===== src/hdl/eta_pkg.sv =====
// Package: widths, codes, payload and control structs for edge_topic_argmax.
`timescale 1ns / 1ps

package eta_pkg;

   localparam int MAX_NODES  = 1024;
   localparam int NUM_TOPICS = 16;
   localparam int NODE_W     = 10;
   localparam int TOPIC_W    = 4;
   localparam int PROP_W     = 16;
   localparam int WEIGHT_W   = 32;
   localparam int PROD_W     = 2 * PROP_W;
   localparam int ADDR_W     = NODE_W + TOPIC_W;
   localparam int MEM_DEPTH  = MAX_NODES * NUM_TOPICS;

   localparam logic [TOPIC_W-1:0] TOPIC_FIRST = '0;
   localparam logic [TOPIC_W-1:0] TOPIC_LAST  = TOPIC_W'(NUM_TOPICS - 1);

   // request kinds
   localparam logic REQ_LOAD = 1'b0;
   localparam logic REQ_EDGE = 1'b1;

   typedef struct packed {
      logic                req_type;
      logic [NODE_W-1:0]   row_node;
      logic [NODE_W-1:0]   col_node;
      logic [TOPIC_W-1:0]  topic_index;
      logic [PROP_W-1:0]   propensity;
      logic [WEIGHT_W-1:0] edge_weight;
   } eta_req_type;

   typedef struct packed {
      logic [NODE_W-1:0]   out_row;
      logic [NODE_W-1:0]   out_col;
      logic [TOPIC_W-1:0]  out_topic;
      logic [WEIGHT_W-1:0] out_weight;
   } eta_rsp_type;

   // controller -> datapath
   typedef struct packed {
      logic               load_write;  // store the request's propensity entry
      logic               capture;     // latch the edge's nodes and weight
      logic               issue;       // read both nodes' entries for issue_topic
      logic [TOPIC_W-1:0] issue_topic;
      logic               load_out;    // move the winner into the output register
   } eta_cmd_type;

   // datapath -> controller
   typedef struct packed {
      logic edge_kept;     // presented request is an edge above the cutoff
      logic last_product;  // final topic's product is being compared
   } eta_status_type;

endpackage


===== src/hdl/eta_ctrl.sv =====
// Controller: request sequencing, topic counter and result valid.
`timescale 1ns / 1ps

module eta_ctrl (
   input  logic                    clock,
   input  logic                    reset,
   input  logic                    req_valid,
   input  logic                    req_is_load,
   output logic                    req_stall,
   output logic                    rsp_valid,
   input  logic                    rsp_stall,
   output eta_pkg::eta_cmd_type    cmd,
   input  eta_pkg::eta_status_type status
);
   import eta_pkg::*;

   localparam logic [1:0] ST_IDLE   = 2'd0;
   localparam logic [1:0] ST_ISSUE  = 2'd1;
   localparam logic [1:0] ST_WAIT   = 2'd2;
   localparam logic [1:0] ST_FINISH = 2'd3;

   logic [1:0]         state_ff, state_in;
   logic [TOPIC_W-1:0] topic_ff, topic_in;
   logic               rsp_valid_ff, rsp_valid_in;
   logic               out_blocked;
   logic               accept;

   assign out_blocked = rsp_valid_ff && rsp_stall;
   assign accept      = req_valid && (state_ff == ST_IDLE);

   always_comb begin
      state_in = state_ff;
      topic_in = topic_ff;
      cmd      = '0;
      cmd.issue_topic = topic_ff;
      unique case (state_ff)
         ST_IDLE: begin
            topic_in = TOPIC_FIRST;
            if (accept) begin
               if (req_is_load) begin
                  cmd.load_write = 1'b1;
               end else if (status.edge_kept) begin
                  cmd.capture = 1'b1;
                  state_in    = ST_ISSUE;
               end
            end
         end
         ST_ISSUE: begin
            cmd.issue = 1'b1;
            topic_in  = topic_ff + 1'b1;
            if (topic_ff == TOPIC_LAST) begin
               state_in = ST_WAIT;
            end
         end
         ST_WAIT: begin
            if (status.last_product) begin
               state_in = ST_FINISH;
            end
         end
         ST_FINISH: begin
            if (!out_blocked) begin
               cmd.load_out = 1'b1;
               state_in     = ST_IDLE;
            end
         end
         default: state_in = ST_IDLE;
      endcase
   end

   assign rsp_valid_in = cmd.load_out || out_blocked;

   always_ff @(posedge clock) begin
      if (reset) begin
         state_ff     <= ST_IDLE;
         topic_ff     <= '0;
         rsp_valid_ff <= 1'b0;
      end else begin
         state_ff     <= state_in;
         topic_ff     <= topic_in;
         rsp_valid_ff <= rsp_valid_in;
      end
   end

   assign req_stall = (state_ff != ST_IDLE);
   assign rsp_valid = rsp_valid_ff;

   // the last product only shows up while waiting for the pipeline to drain
   a_last_in_wait: assert property (@(posedge clock) disable iff (reset)
      status.last_product |-> state_ff == ST_WAIT)
      else $error("last product outside drain wait");

   // issuing the last topic always moves on to the drain wait
   a_issue_end: assert property (@(posedge clock) disable iff (reset)
      (state_ff == ST_ISSUE && topic_ff == TOPIC_LAST) |=> state_ff == ST_WAIT)
      else $error("issue phase did not end after last topic");

   // a stalled result is never overwritten
   a_no_overwrite: assert property (@(posedge clock) disable iff (reset)
      cmd.load_out |-> !out_blocked)
      else $error("output register overwritten while stalled");

   // a new result appears only out of the finish state
   a_rsp_source: assert property (@(posedge clock) disable iff (reset)
      $rose(rsp_valid_ff) |-> $past(state_ff) == ST_FINISH)
      else $error("result raised outside finish");

endmodule


===== config.mk =====
export PLATFORM = sky130hd
export DESIGN_NAME = eta_ctrl
export DESIGN_NICKNAME = d
export VERILOG_FILES = /design/src/hdl/eta_pkg.sv /design/src/hdl/eta_ctrl.sv
export SDC_FILE = /design/constraint.sdc
export NUM_CORES = 1
export LEC_CHECK = 0
export BUFFER_PORTS_ARGS = -buffer_cell sky130_fd_sc_hd__buf_2
export CAP_MARGIN = 30
export CORE_AREA = 3 3 40 42
export DETAILED_ROUTE_END_ITERATION = 8
export DIE_AREA = 0 0 43 45
export GPL_ROUTABILITY_DRIVEN = 1
export PLACE_DENSITY = 0.66
export SLEW_MARGIN = 10
export SYNTH_ARGS = -nofsm -noshare
export SYNTH_HDL_FRONTEND = slang
export SYNTH_SLANG_ARGS = --single-unit

===== constraint.sdc =====
create_clock -name clock -period 2.3 [get_ports clock]
set_clock_uncertainty 0.2 [all_clocks]
set_input_delay 0.115 -clock clock [delete_from_list [all_inputs] [get_ports clock]]
set_output_delay 0.115 -clock clock [all_outputs]
set_load 0.01 [all_outputs]

==> parameters.txt, run 1 <==
Parameter                              Value

Outcome
  Status    complete, no violations

Timing
  Number of max-slew violations in the final report    0
  Setup Total Neg Slack    0 ps
  Final worst-path cycle share    0.858
  RSZ-0062 raised after global routing    false
  Number of endpoints with negative hold slack in the final report    0
  Actual transition at the worst max-transition pin    roughly 370 ps
  Post-layout minimum cycle time    about 2000 ps
  Peak clock frequency supported by timing    between 500 and 600 MHz
  Tightest slew margin relative to the limit    0.750
  Hold Slack    99.3 ps
  Final number of setup-violating endpoints    0

GRT
  Overflow after GRT    0
  GRT Resource Usage Total    0.115
  Via count of the first global-routing pass    approximately 400
  Number of antenna violations at the first check in global routing    0
  First-pass GRT wire length    between 1500 and 2000 um
  Maximum number of pins on one net before global-route repair    11

Route
  Number of nets still failing antenna checks after routing    0
  Detailed Route WL    approximately 960 um
  Total via count after detailed routing    approximately 430
  DRT Pass-1 Iters    2
  # DRC    0
  Number of DRC violations after detailed-routing iteration 0    10
  Routed wirelength normalized by instance count    between 10 and 15 um
  Number of vias per cell after detailed routing    4.86

Floorplanning
  Initial standard-cell utilization of the core    0.364
  Count of standard-cell rows    13
  Die outline area    1940 sq um
  Standard cell core area    approximately 1300 sq um
  Die extent in x    43 um
  Die span in y    between 40 and 50 um
  Io pins    17

Place
  Detailed placement HPWL    ~730 um
  Quantity of I/O buffers inserted on ports    16
  Weighted congestion at the end of routability-driven global placement    between 0.7 and 0.8
  Post-place instance area    559 sq um

Clocking
  Bufs on Longest Clock Path    2
  Clock-pin slew of the registers on the worst-case setup and hold paths    about 50 ps
  Clock buffers created by TritonCTS    3
  Clock tree from TritonCTS    yes
  H-tree lvl count    1
  Worst skew pair latency    about 250 ps
  Number of post-CTS setup repair buffers    0
  Sink Count    7
  Clock tree root buffer cell    sky130_fd_sc_hd__clkbuf_4

Synthesis
  Register area share after synthesis    0.299
  Net Count, Synth    65
  Total of warnings raised by yosys    0
  Post-synth cell types    22
  Synth top area cells    sky130_fd_sc_hd__dfxtp_1 30%, sky130_fd_sc_hd__ha_1 16%, sky130_fd_sc_hd__a2111oi_4 5.9%
  Share of the synthesized area in the top cell type    0.299
  Flops & latches, synth    7
  Gate count after technology mapping    between 50 and 60
  Netlist Area Pre-Place    roughly 470 sq um
  Library cell occupying the most area in the post-synthesis netlist    sky130_fd_sc_hd__dfxtp_1
  Synth Area per Inst    approximately 9.0 sq um

Pwr
  Leakage power total    a little over 0.3 nW
  Pwr dens    about 660 nW/um^2
  Peak VDD IR    around 0.00026 V

Setup path
  Data arrival at the endpoint of the critical path    ~1900 ps
  Crit path required time    between 2000 and 2500 ps
  Start of the worst register-to-register path    state_ff[1]
  Type of the worst setup path    reg2reg
  Timing startpoint of the critical path    state_ff[1]
  Startpoint type of the worst setup path    register
  Critical path fanouts, max    5
  Category of the worst setup path capture point    register

Final layout
  Share of layout cells above drive strength 1    0.315
  Most common cell after layout, fill and taps aside    sky130_fd_sc_hd__buf_2
  Finished layout cell area    about 620 sq um
  Area occupied by multi-input gates    roughly 300 sq um
  Area taken by flip-flops and latches    roughly 140 sq um
  Fillcell total    roughly 130
  Ant diodes    0
  Top library cells by usage in the layout, fill and taps aside    16 x sky130_fd_sc_hd__buf_2, 7 x sky130_fd_sc_hd__nor2_1, 7 x sky130_fd_sc_hd__dfxtp_1
  Number of nets in the finished design    87
  Area added between synthesis and finish    31.6%

Flow run
  Maximum capacitance violations    0

Worst hold path
  Worst min-delay path category    in2reg
  Start point of the worst min-delay path    req_valid
registers in the layout, summed over array words and instances (netlist names):
name       flops
rsp_valid      1
topic_ff       4
state_ff       2
critical path: stages (launching register included):
cell and delay (ps):
sky130_fd_sc_hd__dfxtp_1 370, sky130_fd_sc_hd__inv_1 110, sky130_fd_sc_hd__ha_1 250, sky130_fd_sc_hd__and2b_4 190, sky130_fd_sc_hd__a2111oi_4 410, sky130_fd_sc_hd__a211oi_1 130
sky130_fd_sc_hd__a41o_1 210
Yosys cell counts:
master                      instances
sky130_fd_sc_hd__mux2i_1            1
sky130_fd_sc_hd__a21boi_0           1
sky130_fd_sc_hd__and3_1             1
sky130_fd_sc_hd__a41o_1             1
sky130_fd_sc_hd__inv_1              5
sky130_fd_sc_hd__nand3b_1           1
sky130_fd_sc_hd__dfxtp_1            7
sky130_fd_sc_hd__nor3b_1            3
sky130_fd_sc_hd__nor2b_1            2
sky130_fd_sc_hd__a21o_1             1
sky130_fd_sc_hd__a21oi_1            5
sky130_fd_sc_hd__o21ai_1            1
sky130_fd_sc_hd__nand3_2            1
sky130_fd_sc_hd__and2b_4            1
sky130_fd_sc_hd__ha_1               6
sky130_fd_sc_hd__a2111oi_4          1
sky130_fd_sc_hd__nor2_1             7
sky130_fd_sc_hd__a211oi_1           1
sky130_fd_sc_hd__a211oi_2           1
sky130_fd_sc_hd__clkbuf_1           2
sky130_fd_sc_hd__nand3_1            2
sky130_fd_sc_hd__xnor2_1            1
logic make-up after synthesis:
family,count (synthesis),synth area share
xor+xnor,1,0.0187
mux,1,0.0214
fa+ha+maj,6,0.160
compound gates,12,0.219
simple gates,18,0.225
buf+inv,7,0.0562
flops,7,0.299
repair_timing:
item                      4_1_cts  5_1_grt
gates resized for setup         0        0
hold endpoints to repair        6        0
hold buffers                    3        0
through the flow:
step / instances / utilization / power (mW) / setup slack, ps
after floorplan: 52 / - / 0.251 / 440
after global placement: 81 / 0.435 / 0.287 / 361
after detailed placement: 81 / 0.435 / 0.289 / 335
after CTS: 88 / 0.479 / 0.408 / 334
after global routing: 88 / 0.479 / 0.436 / 199
final: 88 / 0.479 / 0.403 / 326
routing by layer:
layer  share of wire  global-route usage
met5               0                   0
met4           0.015              0.0542
met3           0.084              0.0717
met2            0.46               0.186
met1            0.44               0.120
where the power goes:
part,switching [mW],internal (mW)
registers,0.00959,0.130
logic,0.0819,0.0670
clock network,0.0480,0.0664
final timing paths:
kind,end,slack (ps),depth (start not counted)
setup / recovery,state_ff[1],330,6
hold / removal,state_ff[1],100,3
setup reg to reg,state_ff[1],330,6
hold reg to reg,topic_ff[2],340,2
cell type report:
class | count | share of cell area
clock buffer | 4 | 0.0427
inverter | 5 | 0.0305
multi-input combinational | 38 | 0.490
sequential | 7 | 0.228
tap | 15 | 0.0305
timing repair buffer | 19 | 0.179
Note: power is estimated with default switching activity, not from simulation.
==> inputs of run 2 (changes only) <==
Settings changed: ABC_AREA set to 1, PLACE_DENSITY 0.66 to 0.67.
==> parameters.txt, run 2 <==
Parameter                              Value

Outcome
  Status    complete, no violations

Timing
  RSZ-0062 raised after global routing    false
  Final worst-path cycle share    0.704 (-0.154)
  Setup Total Neg Slack    0 ps (unchanged)
  Actual transition at the worst max-transition pin    295 ps (-79.3 ps)
  Final number of setup-violating endpoints    0 (unchanged)
  Number of endpoints with negative hold slack in the final report    0 (unchanged)
  Number of max-slew violations in the final report    0 (unchanged)
  Tightest slew margin relative to the limit    0.803 (+0.0529)
  Final critical-path setup slack    680 ps (+354 ps)
  Peak clock frequency supported by timing    617 MHz (+22%)
  Post-layout minimum cycle time    1620 ps (-354 ps)

Place
  Number of cells after detailed placement    95 (+17%)
  Quantity of I/O buffers inserted on ports    16 (unchanged)
  Detailed placement HPWL    746 um (+2.4%)
  Weighted congestion at the end of routability-driven global placement    0.716 (-5.7%)
  Setup slack after placement    775 ps (+440 ps)

Floorplanning
  Io pins    17 (unchanged)
  Initial standard-cell utilization of the core    0.370 (+0.00584)
  Die extent in x    43 um (unchanged)
  Die span in y    45 um (unchanged)
  Die outline area    1940 sq um (unchanged)
  Count of standard-cell rows    13 (unchanged)
  Standard cell core area    1280 sq um (unchanged)

Pwr
  Leakage power total    0.333 nW (+6.9%)
  Pwr dens    1130 nW/um^2 (+73%)
  Peak VDD IR    0.000555 V (+110%)
  Total power consumption of the routed design    0.704 mW (+75%)

Synthesis
  Total of warnings raised by yosys    0 (unchanged)
  Library cell occupying the most area in the post-synthesis netlist    sky130_fd_sc_hd__dfxtp_1
  Net Count, Synth    77 (+18%)
  Most numerous cell types in the synthesized netlist    10 x sky130_fd_sc_hd__nand2_1, 9 x sky130_fd_sc_hd__inv_1, 7 x sky130_fd_sc_hd__dfxtp_1
  Commonest register cell after synthesis    sky130_fd_sc_hd__dfxtp_1
  EDFF count, synth    0 (unchanged)
  Gate count after technology mapping    64 (+23%)
  Flops & latches, synth    7 (unchanged)
  Most frequent cell after synthesis    sky130_fd_sc_hd__nand2_1
  Netlist Area Pre-Place    475 sq um (+1.6%)
  Post-synth cell types    20 (-9.1%)
  Share of the synthesized area in the top cell type    0.295 (-0.00473)
  Register area share after synthesis    0.295 (-0.00473)
  Synth top area cells    sky130_fd_sc_hd__dfxtp_1 29%, sky130_fd_sc_hd__ha_1 16%, sky130_fd_sc_hd__nand2_1 7.9%
  Async SR Flop Fraction    0 (unchanged)
  Synth Area per Inst    7.43 sq um (-17%)

Clocking
  Worst skew pair latency    250 ps (about the same)
  Clock buffers created by TritonCTS    3 (unchanged)
  H-tree lvl count    1 (unchanged)
  Clock tree from TritonCTS    yes
  Sink Count    7 (unchanged)
  Clock-pin slew of the registers on the worst-case setup and hold paths    50 ps (about the same)
  Bufs on Longest Clock Path    2 (unchanged)
  Clock tree root buffer cell    sky130_fd_sc_hd__clkbuf_4

GRT
  Maximum number of pins on one net before global-route repair    9 (-2)
  Overflow after GRT    0 (unchanged)
  Number of antenna violations at the first check in global routing    0 (unchanged)
  Via count of the first global-routing pass    410 (+4.1%)
  First-pass GRT wire length    1610 um (+1.7%)
  GRT Resource Usage Total    0.113 (-0.00205)

Setup path
  Crit path required time    1990 ps (-260 ps)
  Startpoint type of the worst setup path    register
  Ordered cell list for the critical path    inv_1 -> ha_1 -> nand2_1 -> nor3_1 -> buf_2
  Start of the worst register-to-register path    state_ff[0]
  Category of the worst setup path capture point    primary output
  Largest delay contributor family on the critical path    flip-flops
  CP max-delay cell    sky130_fd_sc_hd__dfxtp_1
  Timing startpoint of the critical path    state_ff[1]
  Worst path buffer plus inverter count    2 (+1)
  Peak per-stage delay on the critical path    320 ps (-90 ps)
  Type of the worst setup path    reg2out
  Data arrival at the endpoint of the critical path    1300 ps (-620 ps)
  Critical path fanouts, max    4 (-1)

Route
  Detailed Route WL    902 um (-5.5%)
  Routed wirelength normalized by instance count    8.93 um (-18%)
  # DRC    0 (unchanged)
  DRT Pass-1 Iters    2 (unchanged)
  Number of vias per cell after detailed routing    4.52 (-7.0%)
  Number of nets still failing antenna checks after routing    0 (unchanged)
  Total via count after detailed routing    457 (+6.8%)
  Number of DRC violations after detailed-routing iteration 0    3 (-7)

Final layout
  Share of layout cells above drive strength 1    0.349 (+0.0338)
  Most common cell after layout, fill and taps aside    sky130_fd_sc_hd__buf_2
  Area occupied by multi-input gates    290 sq um (-3.7%)
  Top library cells by usage in the layout, fill and taps aside    16 x sky130_fd_sc_hd__buf_2, 10 x sky130_fd_sc_hd__nand2_1, 9 x sky130_fd_sc_hd__inv_1
  Biggest register    topic_ff
  Ant diodes    0 (unchanged)
  Final std cells w/o fill    101 (+15%)
  Number of flip-flops under the largest register name    4 (unchanged)
  Fillcell total    135 (+5.5%)
  Area added between synthesis and finish    30.5%
  Number of nets in the finished design    100 (+15%)
  Area taken by flip-flops and latches    140 sq um (unchanged)

Worst hold path
  Worst min-delay path category    in2reg
  Start point of the worst min-delay path    req_is_load

Flow run
  Maximum capacitance violations    0 (unchanged)
run 2: worst paths after layout:
path,end,slack (ps),depth (start not counted)
max,cmd[6],680,5
min,state_ff[0],60,4
max reg2reg,state_ff[1],780,9
min reg2reg,topic_ff[3],300,2
run 2: layout make-up:
type                    count  share of cell area
repair buffers             18               0.161
inverters                  12              0.0726
clock buffers               4              0.0423
multi-input cells          45               0.468
flip-flops and latches      7               0.226
well taps                  15              0.0302
run 2: cells by family (layout without fill, tap and decap cells):
group                      count (synthesis)  in the layout  share of synthesized area
and+or+nand+nor                           31             31                      0.361
AOI/OAI and AO/OA                          7              7                     0.0737
adders and majority gates                  6              6                      0.158
DFF                                        7              7                      0.295
buffers and inverters                     12             34                     0.0947
xor gates and xnor gates                   1              1                     0.0184
run 2: layer usage:
layer,part of all wire,global-route usage
met1,0.47,0.135
met2,0.42,0.168
met3,0.072,0.0239
met4,0.040,0.108
met5,0,0
run 2: report_power, final:
part / switching, mW / total [mW] / internal (mW)
registers: 0.0213 / 0.169 / 0.148
clock network: 0.0443 / 0.110 / 0.0661
logic: 0.261 / 0.424 / 0.163
run 2: timing repair:
action	4_1_cts	5_1_grt
buffers inserted	0	0
resized for setup	0	0
hold endpoints to repair	1	0
hold buffers	2	0
run 2: through the flow:
stage	cell area [sq um]	hold WS [ps]	utilization
6_report	621	56.5	0.483
5_1_grt	621	71.6	0.483
4_1_cts	621	45.7	0.483
3_5_place_dp	574	96.4	0.447
3_3_place_gp	574	94.4	0.447
2_1_floorplan	475	-15.9	-
run 2: worst register-to-register path, cell delays in order (launching register included):
cell and delay [ps]:
sky130_fd_sc_hd__dfxtp_1 350, sky130_fd_sc_hd__inv_1 100, sky130_fd_sc_hd__ha_1 270, sky130_fd_sc_hd__nand2_1 100, sky130_fd_sc_hd__nand2_2 60, sky130_fd_sc_hd__nor2_4 100, sky130_fd_sc_hd__nand3_2 80, sky130_fd_sc_hd__nand2_1 70
sky130_fd_sc_hd__inv_1 30, sky130_fd_sc_hd__nor2_1 100
